File: config.mk
export PLATFORM = sky130hd
export DESIGN_NAME = coin_classify_and_roll_count_unit
export DESIGN_NICKNAME = d
export VERILOG_FILES = /design/src/rtl/ccrc_pkg.sv /design/src/rtl/ccrc_front.sv /design/src/rtl/ccrc_queue.sv /design/src/rtl/ccrc_back.sv /design/src/rtl/coin_classify_and_roll_count_unit.sv
export SDC_FILE = /design/constraint.sdc
export NUM_CORES = 1
export LEC_CHECK = 0
export BUFFER_PORTS_ARGS = -buffer_cell sky130_fd_sc_hd__buf_2
export CAP_MARGIN = 10
export CORE_MARGIN = 5
export CORE_UTILIZATION = 51
export CTS_CLUSTER_DIAMETER = 80
export DETAILED_ROUTE_END_ITERATION = 7
export GPL_TIMING_DRIVEN = 0
export PLACE_DENSITY = 0.72
export SETUP_SLACK_MARGIN = 0.05
export SLEW_MARGIN = 20
export SYNTH_ARGS = -nofsm -noshare
export SYNTH_HDL_FRONTEND = slang
export SYNTH_SLANG_ARGS = --single-unit
File: constraint.sdc
create_clock -name clk -period 12.2 [get_ports clk]
set_input_delay 2.44 -clock clk [delete_from_list [all_inputs] [get_ports clk]]
set_output_delay 2.44 -clock clk [all_outputs]
set_load 0.02 [all_outputs]
File: src/rtl/ccrc_pkg.sv
// Shared types, constants and window tests for the coin classifier and roll counter.
// No dependencies; every other rtl file refers to it by scoped names.
package ccrc_pkg;

  localparam int DEFAULT_COUNTER_WIDTH = 16;
  localparam int QUEUE_DEPTH = 4;
  localparam int NUM_ROLLS = 5;

  localparam int CFG_INDEX_W = 3;
  localparam int CFG_DATA_W = 13;
  localparam int SIZE_W = 6;
  localparam int SUM_W = 13;
  localparam int TOTAL_W = 24;
  localparam int OUT_CNT_W = 16;

  typedef enum logic [2:0] {
    DEST_NICKEL  = 3'd0,
    DEST_DIME    = 3'd1,
    DEST_QUARTER = 3'd2,
    DEST_LOONIE  = 3'd3,
    DEST_TOONIE  = 3'd4,
    DEST_BENT    = 3'd5,
    DEST_OTHER   = 3'd6
  } dest_t;

  typedef enum logic [CFG_INDEX_W-1:0] {
    CFG_NICKEL_SIZE  = 3'd0,
    CFG_DIME_SIZE    = 3'd1,
    CFG_QUARTER_SIZE = 3'd2,
    CFG_LOONIE_SIZE  = 3'd3,
    CFG_TOONIE_SIZE  = 3'd4,
    CFG_BENT_LIMIT   = 3'd5,
    CFG_OTHER_LIMIT  = 3'd6
  } cfg_index_t;

  localparam logic [SIZE_W-1:0] SIZE_RESET [NUM_ROLLS] = '{6'd40, 6'd50, 6'd40, 6'd25, 6'd25};
  localparam logic [SUM_W-1:0] BENT_LIMIT_RESET = 13'd2550;
  localparam logic [SUM_W-1:0] OTHER_LIMIT_RESET = 13'd5100;

  // Windows in hundredths, pre-scaled by 255 so the test is a cross-multiply.
  localparam logic [19:0] WGT_LO [NUM_ROLLS] =
    '{20'(360 * 255), 20'(130 * 255), 20'(400 * 255), 20'(650 * 255), 20'(675 * 255)};
  localparam logic [19:0] WGT_HI [NUM_ROLLS] =
    '{20'(430 * 255), 20'(220 * 255), 20'(480 * 255), 20'(750 * 255), 20'(785 * 255)};
  localparam logic [19:0] DIA_LO [NUM_ROLLS] =
    '{20'(2020 * 255), 20'(1730 * 255), 20'(2280 * 255), 20'(2500 * 255), 20'(2690 * 255)};
  localparam logic [19:0] DIA_HI [NUM_ROLLS] =
    '{20'(2180 * 255), 20'(1870 * 255), 20'(2460 * 255), 20'(2700 * 255), 20'(2910 * 255)};

  typedef struct packed {
    logic [NUM_ROLLS-1:0][SIZE_W-1:0] roll_size;
    logic [SUM_W-1:0]                 bent_limit;
    logic [SUM_W-1:0]                 other_limit;
  } cfg_t;

  // One classified coin waiting for the counters.
  typedef struct packed {
    dest_t      dest;
    logic [7:0] weight;
  } job_t;

  typedef struct packed {
    dest_t                destination;
    logic                 replaced;
    logic [OUT_CNT_W-1:0] coins_in_container;
    logic [SUM_W-1:0]     container_raw_weight;
    logic [OUT_CNT_W-1:0] completed_count;
    logic [TOTAL_W-1:0]   total_raw_weight;
    logic [OUT_CNT_W-1:0] total_coins;
  } result_t;

  // Weight g*100*255 = raw*1000; diameter mm*100*255 = 255000 + raw*3000.
  function automatic logic fits(input logic [2:0] k, input logic [7:0] w,
                                input logic [7:0] d);
    logic [19:0] wv;
    logic [19:0] dv;
    wv = 20'(w) * 20'd1000;
    dv = 20'd255000 + 20'(d) * 20'd3000;
    return (wv >= WGT_LO[k]) && (wv <= WGT_HI[k]) &&
           (dv >= DIA_LO[k]) && (dv <= DIA_HI[k]);
  endfunction

endpackage

File: src/rtl/ccrc_front.sv
// Front end: classifies one incoming coin into its destination.
// Depends on ccrc_pkg.
module ccrc_front (
  input  logic [7:0]     weight_reading,
  input  logic [7:0]     diameter_reading,
  input  logic           is_bent,
  input  logic [1:0]     face_match,
  output ccrc_pkg::job_t job
);

  logic [ccrc_pkg::NUM_ROLLS-1:0] hit;
  logic                           both_faces;

  assign both_faces = (face_match == 2'd2);

  always_comb begin
    for (int k = 0; k < ccrc_pkg::NUM_ROLLS; k++) begin
      hit[k] = both_faces && ccrc_pkg::fits(3'(k), weight_reading, diameter_reading);
    end
  end

  // Priority: bent, then the rolls in order, then other.
  always_comb begin
    job.weight = weight_reading;
    job.dest   = ccrc_pkg::DEST_OTHER;
    if (is_bent) begin
      job.dest = ccrc_pkg::DEST_BENT;
    end else begin
      for (int k = ccrc_pkg::NUM_ROLLS - 1; k >= 0; k--) begin
        if (hit[k]) begin
          job.dest = ccrc_pkg::dest_t'(3'(k));
        end
      end
    end
  end

endmodule

File: src/rtl/ccrc_queue.sv
// Short queue between the classifier and the counters.
// Depends on ccrc_pkg (job_t, QUEUE_DEPTH).
module ccrc_queue (
  input  logic           clk,
  input  logic           rst,
  input  logic           push,
  input  ccrc_pkg::job_t push_job,
  input  logic           pop,
  output ccrc_pkg::job_t head_job,
  output logic           full,
  output logic           empty
);

  localparam int DEPTH = ccrc_pkg::QUEUE_DEPTH;
  localparam int PTR_W = (DEPTH > 1) ? $clog2(DEPTH) : 1;
  localparam int CNT_W = $clog2(DEPTH + 1);

  ccrc_pkg::job_t   entries [DEPTH];
  logic [PTR_W-1:0] wr_ptr;
  logic [PTR_W-1:0] rd_ptr;
  logic [CNT_W-1:0] count;

  assign full     = (count == CNT_W'(DEPTH));
  assign empty    = (count == '0);
  assign head_job = entries[rd_ptr];

  always_ff @(posedge clk) begin
    if (push) begin
      entries[wr_ptr] <= push_job;
    end
  end

  always_ff @(posedge clk) begin
    if (rst) begin
      wr_ptr <= '0;
      rd_ptr <= '0;
      count  <= '0;
    end else begin
      if (push) begin
        wr_ptr <= (wr_ptr == PTR_W'(DEPTH - 1)) ? '0 : wr_ptr + 1'b1;
      end
      if (pop) begin
        rd_ptr <= (rd_ptr == PTR_W'(DEPTH - 1)) ? '0 : rd_ptr + 1'b1;
      end
      if (push && !pop) begin
        count <= count + 1'b1;
      end else if (pop && !push) begin
        count <= count - 1'b1;
      end
    end
  end

endmodule

File: src/rtl/ccrc_back.sv
// Back end: roll fills, container sums and saturating counters, plus the result register.
// Depends on ccrc_pkg (job_t, cfg_t, result_t, dest codes).
module ccrc_back #(
  parameter int COUNTER_WIDTH = ccrc_pkg::DEFAULT_COUNTER_WIDTH
) (
  input  logic              clk,
  input  logic              rst,
  input  ccrc_pkg::cfg_t    cfg,
  input  logic              job_valid,
  input  ccrc_pkg::job_t    job,
  output logic              job_pop,
  output logic              res_valid,
  input  logic              res_ready,
  output ccrc_pkg::result_t res
);

  localparam int CW = COUNTER_WIDTH;
  localparam int NR = ccrc_pkg::NUM_ROLLS;
  localparam int SW = ccrc_pkg::SUM_W;
  localparam int TW = ccrc_pkg::TOTAL_W;
  localparam int OW = ccrc_pkg::OUT_CNT_W;
  localparam logic [CW-1:0] CNT_MAX = '1;
  localparam logic [TW-1:0] TOT_MAX = '1;

  logic [ccrc_pkg::SIZE_W-1:0] roll_fill [NR];
  logic [CW-1:0]               full_rolls [NR];
  logic [SW-1:0]               bent_sum, other_sum;
  logic [CW-1:0]               bent_containers, other_containers, other_partial_coins;
  logic [TW-1:0]               bent_total_raw, other_total_raw;
  logic [CW-1:0]               bent_total_coins, other_total_coins;

  logic [ccrc_pkg::SIZE_W-1:0] roll_fill_next [NR];
  logic [CW-1:0]               full_rolls_next [NR];
  logic [SW-1:0]               bent_sum_next, other_sum_next;
  logic [CW-1:0]               bent_containers_next, other_containers_next;
  logic [CW-1:0]               other_partial_coins_next;
  logic [TW-1:0]               bent_total_raw_next, other_total_raw_next;
  logic [CW-1:0]               bent_total_coins_next, other_total_coins_next;
  ccrc_pkg::result_t           res_next;

  function automatic logic [CW-1:0] inc_sat(input logic [CW-1:0] v);
    return (v == CNT_MAX) ? v : v + 1'b1;
  endfunction

  function automatic logic [TW-1:0] add_tot(input logic [TW-1:0] t, input logic [7:0] a);
    logic [TW:0] s;
    s = {1'b0, t} + (TW + 1)'(a);
    return s[TW] ? TOT_MAX : s[TW-1:0];
  endfunction

  assign job_pop = job_valid && (!res_valid || res_ready);

  always_comb begin
    logic [ccrc_pkg::SIZE_W:0] fill_inc;
    logic [SW:0]               sum_new;
    logic                      over;

    for (int k = 0; k < NR; k++) begin
      roll_fill_next[k]  = roll_fill[k];
      full_rolls_next[k] = full_rolls[k];
    end
    bent_sum_next            = bent_sum;
    other_sum_next           = other_sum;
    bent_containers_next     = bent_containers;
    other_containers_next    = other_containers;
    other_partial_coins_next = other_partial_coins;
    bent_total_raw_next      = bent_total_raw;
    other_total_raw_next     = other_total_raw;
    bent_total_coins_next    = bent_total_coins;
    other_total_coins_next   = other_total_coins;
    fill_inc                 = '0;
    sum_new                  = '0;
    over                     = 1'b0;
    res_next                 = '0;
    res_next.destination     = job.dest;

    unique case (job.dest) inside
      ccrc_pkg::DEST_NICKEL, ccrc_pkg::DEST_DIME, ccrc_pkg::DEST_QUARTER,
      ccrc_pkg::DEST_LOONIE, ccrc_pkg::DEST_TOONIE: begin
        for (int k = 0; k < NR; k++) begin
          if (job.dest == ccrc_pkg::dest_t'(3'(k))) begin
            fill_inc = {1'b0, roll_fill[k]} + 1'b1;
            if (fill_inc >= {1'b0, cfg.roll_size[k]}) begin
              roll_fill_next[k]  = '0;
              full_rolls_next[k] = inc_sat(full_rolls[k]);
              res_next.replaced  = 1'b1;
            end else begin
              roll_fill_next[k] = fill_inc[ccrc_pkg::SIZE_W-1:0];
            end
            res_next.coins_in_container = OW'(roll_fill_next[k]);
            res_next.completed_count    = OW'(full_rolls_next[k]);
          end
        end
      end
      ccrc_pkg::DEST_BENT: begin
        bent_total_coins_next = inc_sat(bent_total_coins);
        bent_total_raw_next   = add_tot(bent_total_raw, job.weight);
        sum_new               = {1'b0, bent_sum} + (SW + 1)'(job.weight);
        over                  = (sum_new > {1'b0, cfg.bent_limit});
        if (over) begin
          bent_containers_next = inc_sat(bent_containers);
          bent_sum_next        = SW'(job.weight);
        end else begin
          bent_sum_next = sum_new[SW-1:0];
        end
        res_next.replaced             = over;
        res_next.container_raw_weight = bent_sum_next;
        res_next.completed_count      = OW'(bent_containers_next);
        res_next.total_raw_weight     = bent_total_raw_next;
        res_next.total_coins          = OW'(bent_total_coins_next);
      end
      default: begin
        other_total_coins_next = inc_sat(other_total_coins);
        other_total_raw_next   = add_tot(other_total_raw, job.weight);
        sum_new                = {1'b0, other_sum} + (SW + 1)'(job.weight);
        over                   = (sum_new > {1'b0, cfg.other_limit});
        if (over) begin
          other_containers_next    = inc_sat(other_containers);
          other_sum_next           = SW'(job.weight);
          other_partial_coins_next = CW'(1);
        end else begin
          other_sum_next           = sum_new[SW-1:0];
          other_partial_coins_next = inc_sat(other_partial_coins);
        end
        res_next.replaced             = over;
        res_next.coins_in_container   = OW'(other_partial_coins_next);
        res_next.container_raw_weight = other_sum_next;
        res_next.completed_count      = OW'(other_containers_next);
        res_next.total_raw_weight     = other_total_raw_next;
        res_next.total_coins          = OW'(other_total_coins_next);
      end
    endcase
  end

  always_ff @(posedge clk) begin
    if (rst) begin
      for (int k = 0; k < NR; k++) begin
        roll_fill[k]  <= '0;
        full_rolls[k] <= '0;
      end
      bent_sum            <= '0;
      other_sum           <= '0;
      bent_containers     <= '0;
      other_containers    <= '0;
      other_partial_coins <= '0;
      bent_total_raw      <= '0;
      other_total_raw     <= '0;
      bent_total_coins    <= '0;
      other_total_coins   <= '0;
      res_valid           <= 1'b0;
    end else begin
      if (job_pop) begin
        for (int k = 0; k < NR; k++) begin
          roll_fill[k]  <= roll_fill_next[k];
          full_rolls[k] <= full_rolls_next[k];
        end
        bent_sum            <= bent_sum_next;
        other_sum           <= other_sum_next;
        bent_containers     <= bent_containers_next;
        other_containers    <= other_containers_next;
        other_partial_coins <= other_partial_coins_next;
        bent_total_raw      <= bent_total_raw_next;
        other_total_raw     <= other_total_raw_next;
        bent_total_coins    <= bent_total_coins_next;
        other_total_coins   <= other_total_coins_next;
        res_valid           <= 1'b1;
      end else if (res_ready) begin
        res_valid <= 1'b0;
      end
    end
  end

  ccrc_pkg::result_t res_q;

  always_ff @(posedge clk) begin
    if (job_pop) begin
      res_q <= res_next;
    end
  end

  assign res = res_q;

endmodule

File: src/rtl/coin_classify_and_roll_count_unit.sv
// Coin classifier and roll counter, top level.
// Depends on ccrc_pkg, ccrc_front, ccrc_queue and ccrc_back.
//
// One coin per beat goes in, one result per coin comes out, in order. The
// sustained rate is one coin per clock while out_ready is high: the classifier
// is pure logic in front of a four-entry queue, and the counter stage updates
// all of its state at once from the head of that queue. A coin at the head
// moves into the result register whenever that register is empty or being
// read. The queue and the result register let input and output stall
// independently; in_ready drops only once four coins sit waiting. Coins are
// classified in priority order bent, nickel, dime, quarter, loonie, toonie,
// other; a roll needs both faces matched. Weight and diameter windows are
// tested exactly by cross-multiplying the raw readings against constants.
// Configuration registers (roll sizes, container limits) take a write every
// cycle and must only be written while no coin is in flight.
module coin_classify_and_roll_count_unit #(
  parameter int COUNTER_WIDTH = ccrc_pkg::DEFAULT_COUNTER_WIDTH
) (
  input  logic                               clk,
  input  logic                               rst,
  // coin input channel
  input  logic                               in_valid,
  output logic                               in_ready,
  input  logic [7:0]                         weight_reading,
  input  logic [7:0]                         diameter_reading,
  input  logic                               is_bent,
  input  logic [1:0]                         face_match,
  // result channel
  output logic                               out_valid,
  input  logic                               out_ready,
  output logic [2:0]                         destination,
  output logic                               replaced,
  output logic [ccrc_pkg::OUT_CNT_W-1:0]     coins_in_container,
  output logic [ccrc_pkg::SUM_W-1:0]         container_raw_weight,
  output logic [ccrc_pkg::OUT_CNT_W-1:0]     completed_count,
  output logic [ccrc_pkg::TOTAL_W-1:0]       total_raw_weight,
  output logic [ccrc_pkg::OUT_CNT_W-1:0]     total_coins,
  // configuration write channel
  input  logic                               cfg_valid,
  output logic                               cfg_ready,
  input  logic [ccrc_pkg::CFG_INDEX_W-1:0]   cfg_index,
  input  logic [ccrc_pkg::CFG_DATA_W-1:0]    cfg_data
);

  ccrc_pkg::cfg_t    cfg;
  ccrc_pkg::job_t    front_job;
  ccrc_pkg::job_t    head_job;
  ccrc_pkg::result_t res;
  logic              q_full, q_empty, q_push, q_pop;

  // Config beats are always taken; an index past the list is dropped.
  assign cfg_ready = 1'b1;

  always_ff @(posedge clk) begin
    if (rst) begin
      for (int k = 0; k < ccrc_pkg::NUM_ROLLS; k++) begin
        cfg.roll_size[k] <= ccrc_pkg::SIZE_RESET[k];
      end
      cfg.bent_limit  <= ccrc_pkg::BENT_LIMIT_RESET;
      cfg.other_limit <= ccrc_pkg::OTHER_LIMIT_RESET;
    end else if (cfg_valid && cfg_ready) begin
      unique case (cfg_index) inside
        ccrc_pkg::CFG_NICKEL_SIZE, ccrc_pkg::CFG_DIME_SIZE, ccrc_pkg::CFG_QUARTER_SIZE,
        ccrc_pkg::CFG_LOONIE_SIZE, ccrc_pkg::CFG_TOONIE_SIZE: begin
          cfg.roll_size[cfg_index] <= cfg_data[ccrc_pkg::SIZE_W-1:0];
        end
        ccrc_pkg::CFG_BENT_LIMIT: begin
          cfg.bent_limit <= cfg_data[ccrc_pkg::SUM_W-1:0];
        end
        ccrc_pkg::CFG_OTHER_LIMIT: begin
          cfg.other_limit <= cfg_data[ccrc_pkg::SUM_W-1:0];
        end
        default: begin
        end
      endcase
    end
  end

  // Front: classify straight into the queue.
  ccrc_front u_front (
    .weight_reading   (weight_reading),
    .diameter_reading (diameter_reading),
    .is_bent          (is_bent),
    .face_match       (face_match),
    .job              (front_job)
  );

  assign in_ready = !q_full;
  assign q_push   = in_valid && in_ready;

  ccrc_queue u_queue (
    .clk      (clk),
    .rst      (rst),
    .push     (q_push),
    .push_job (front_job),
    .pop      (q_pop),
    .head_job (head_job),
    .full     (q_full),
    .empty    (q_empty)
  );

  // Back: counters and the result register.
  ccrc_back #(
    .COUNTER_WIDTH (COUNTER_WIDTH)
  ) u_back (
    .clk       (clk),
    .rst       (rst),
    .cfg       (cfg),
    .job_valid (!q_empty),
    .job       (head_job),
    .job_pop   (q_pop),
    .res_valid (out_valid),
    .res_ready (out_ready),
    .res       (res)
  );

  assign destination          = res.destination;
  assign replaced             = res.replaced;
  assign coins_in_container   = res.coins_in_container;
  assign container_raw_weight = res.container_raw_weight;
  assign completed_count      = res.completed_count;
  assign total_raw_weight     = res.total_raw_weight;
  assign total_coins          = res.total_coins;

endmodule

==> reports/results.ini <==
[floorplanning]
rows=89
initial_core_util_pct=51.3
die_y_um=253
core_area_mm2=0.0588
ioPinCount=132
die_x_um=253
dieArea_mm2=0.0641

[yosys]
ys.flop_type=edfxtp_1
ys_seq_area_share_pct=38.8
synth_warnings=0
syn_area_mm2=0.0302
synth_cell_type_count=93
syn_inst=3298
ys_ff_latch=463
syn_avg_cell_area_um2=9.14
synth_edf_count=243
synth-async-reset-ratio_pct=0
synth_nets=3578

[sta]
fin_hold_ws_ns=0.457
finalHoldViolCount=0
slew_headroom_pct=20.9
period_share_pct=65.1
max_freq_mhz=126
finalCriticalPeriod_ns=7.94
setup-tns-final_ns=0
setup_viol=0
rsz0062_at_grt=false
slew_viol_final=0
worst_slew_pin_slew_ns=1.19
setup_ws_ns=4.26
skew_ns=0.0341

[critical_path]
critPathArrivalTime_ns=8.25
reg2regPathDepth=22
cp_data_required_time_ns=12.51
path_max_fanout=10
startpoint=diameter_reading[2]
r2r_setup_slack_ns=4.40
critPathTopFamily=adder cells
cpMaxStageDelayCell=nor3_1
cpPeakStageDelay_ns=0.76
startpoint_type=input pin
cp_cell_sequence=buf_2, fa_1, fa_1, inv_1, fa_1, fa_1, inv_1, ha_1, buf_6, and3_4, a221o_1, and3_1, nor3_1, and2_1, a32oi_1, nor3_1, nor3_1, or4_1, a41o_1
reg2reg_to=u_back.res[61]
cp.depth=19
end_kind=flip-flop
path_class=in -> reg
crit_path_end=u_queue.entries[2][10]
critPathBufInv=4
critPathMostFrequentCell=fa_1

[pwr]
seqPwrFrac_pct=26.6
p_leak_nw=13.3
pwr-share-clk_pct=19.2
power_switching_mw=3.78
pwr_density_cell_mw_per_mm2=246
p_sw_share_pct=45.6
p_int_mw=4.51
pwr-share-comb_pct=54.2
peakVddDrop_uv=308

[global_routing]
top_usage_layer=met2
grt_max_degree=71
grt_use_met2_pct=43.4
met3_usage_pct=4.32
grt_pass1_wl_um=136000
grt-ovfl-total=0
gr-usage-met1_pct=36.0
grt_pass1_vias=24500
track_usage_pct=26.6
antenna_found_initial=5

[finish]
final_common_cell=nor2_1
stdcell_count=4304
num-fill-cells=5242
syn2layout_area_growth_pct=11.5
layout_common_cells=358 x nor2_1, 269 x nand2_1, 243 x edfxtp_1, 220 x dfxtp_1, 208 x inv_1
finalNetCount=3765
drive_above_1_share_pct=7.88

[drt]
finalWirelength_um=88200
via_count=26000
antenna_left=0
drc=0
drtIter0Drc=2666
avgRoutedWirePerCell_um=20.5
firstDrtPassIters=6
vias_per_cell=6.05

[clock_network]
ctsHoldBuffers=0
cts-root-buf=clkbuf_16
htreeDepth=2
cts_tree=done
clock_sinks=463
cts_buffers=51
path_clk_slew_ns=0.06
cts-resized-gates=0
post_cts_buffers=0
insertion_delay_ns=0.61
cts_buffer_depth=3

[place]
place.gp.congestion=0.949
dp_slack_ns=3.68
dp.cells=4205
dp_hpwl_um=65900
io_buffers=129

[hold_path]
hold_class=reg -> reg

[outcome]
outcome=completed

[job]
drv_cap=0

[synth_stat cells (10+ instances only)]
library cell	number	area (um2)
nor2_1	359	1350
nand2_1	269	1010
edfxtp_1	243	7300
dfxtp_1	220	4400
inv_1	209	785
ha_1	188	2350
a21oi_1	170	851
nand3_1	143	716
clkbuf_1	122	458
xnor2_1	121	1060
xor2_1	115	1010
o21ai_0	110	551
nor3_1	86	430
and3_1	83	519
mux2i_1	79	791
o22ai_1	55	344
fa_1	52	1040
a211oi_1	51	383
and2_1	49	307
o211ai_1	46	345
a21o_1	42	315
nand4_1	40	250
a31oi_1	34	213
nor4_1	31	194
o21a_1	27	203
or3_1	25	156
nor2b_1	24	150
nand2b_1	23	144
a311oi_1	21	184
o31ai_1	17	128
and4_1	14	123
a22oi_1	12	90.1
o21bai_1	12	90.1
nor3b_1	11	82.6
or4_1	11	82.6
nand3b_1	10	75.1
nor4b_1	10	87.6
[metrics by stage]
stage | power, mW | util (%) | instance area (um2)
2_1_floorplan | 5.33 | - | 30200
3_3_place_gp | 6.55 | 54.0 | 31800
3_5_place_dp | 6.62 | 54.3 | 31900
4_1_cts | 8.23 | 57.2 | 33600
5_1_grt | 8.80 | 57.2 | 33600
6_report | 8.29 | 57.2 | 33600
[state kept, by name, summed over array words and instances, names as in the netlist, named ones only]
name and flops:
cfg 56, u_back.bent_containers 16, u_back.bent_sum 13, u_back.bent_total_coins 16
u_back.bent_total_raw 24, u_back.full_rolls 80, u_back.other_containers 16, u_back.other_partial_coins 16
u_back.other_sum 13, u_back.other_total_coins 16, u_back.other_total_raw 24, u_back.res 89
u_back.res_valid 1, u_back.roll_fill 30, u_queue.count 3, u_queue.entries 44
u_queue.rd_ptr 2, u_queue.wr_ptr 2
[cells by family after synthesis]
family / after synthesis / synth area share [%]
flip-flops: 463 / 38.8
AO/OA/AOI/OAI: 703 / 15.5
adder cells (fa/ha/maj): 240 / 11.3
buffers and inverters: 349 / 4.45
XOR/XNOR: 238 / 6.99
multiplexers: 93 / 3.48
other: 1 / 0.0124
AND/OR/NAND/NOR: 1211 / 19.5
[metal layers]
metal | share of wire, % | wire [um] | vias to the layer above
met4 | 4.2 | 3670 | 2
met3 | 9.0 | 7950 | 242
met2 | 46 | 40400 | 1141
met5 | 0.015 | 13 | -
met1 | 41 | 36100 | 12300
li1 | - | - | 12300
[worst min-delay path, stage by stage, from the launching register on]
cell	delay, ns
dfxtp_1	0.31
nand2_1	0.05
a21oi_1	0.05
[power by group through the flow]
stage                     logic [mW]  clock network [mW]  registers (mW)
after global placement          4.31                   0            2.25
after detailed placement        4.39                   0            2.23
after global routing            4.89                1.67            2.24
final                           4.49                1.59            2.21
after floorplan                 2.93                   0            2.40
after CTS                       4.42                1.60            2.21
[worst min-delay path by stage]
stage	startpoint	to	slack [ns]	cells past startpoint
2_1_floorplan	cfg[10]	cfg[10]	0.44	2
3_3_place_gp	cfg[22]	cfg[22]	0.44	2
3_5_place_dp	cfg[10]	cfg[10]	0.45	2
4_1_cts	cfg[10]	cfg[10]	0.46	2
5_1_grt	cfg[11]	cfg[11]	0.48	2
6_report	cfg[10]	cfg[10]	0.46	2
[final cells by class]
| cell class | instances | area [um2] | share of cell area [%] |
|---|---|---|---|
| multi-input combinational | 2486 | 17200 | 51.0 |
| sequential | 463 | 11700 | 34.8 |
| clock buffer | 68 | 1400 | 4.17 |
| tap | 773 | 967 | 2.88 |
| inverter | 209 | 790 | 2.35 |
| timing repair buffer | 134 | 738 | 2.20 |
| buffer | 140 | 558 | 1.66 |
| clock inverter | 28 | 308 | 0.915 |
| antenna | 3 | 7.51 | 0.0223 |
Note: power is estimated with default switching activity, not from simulation.
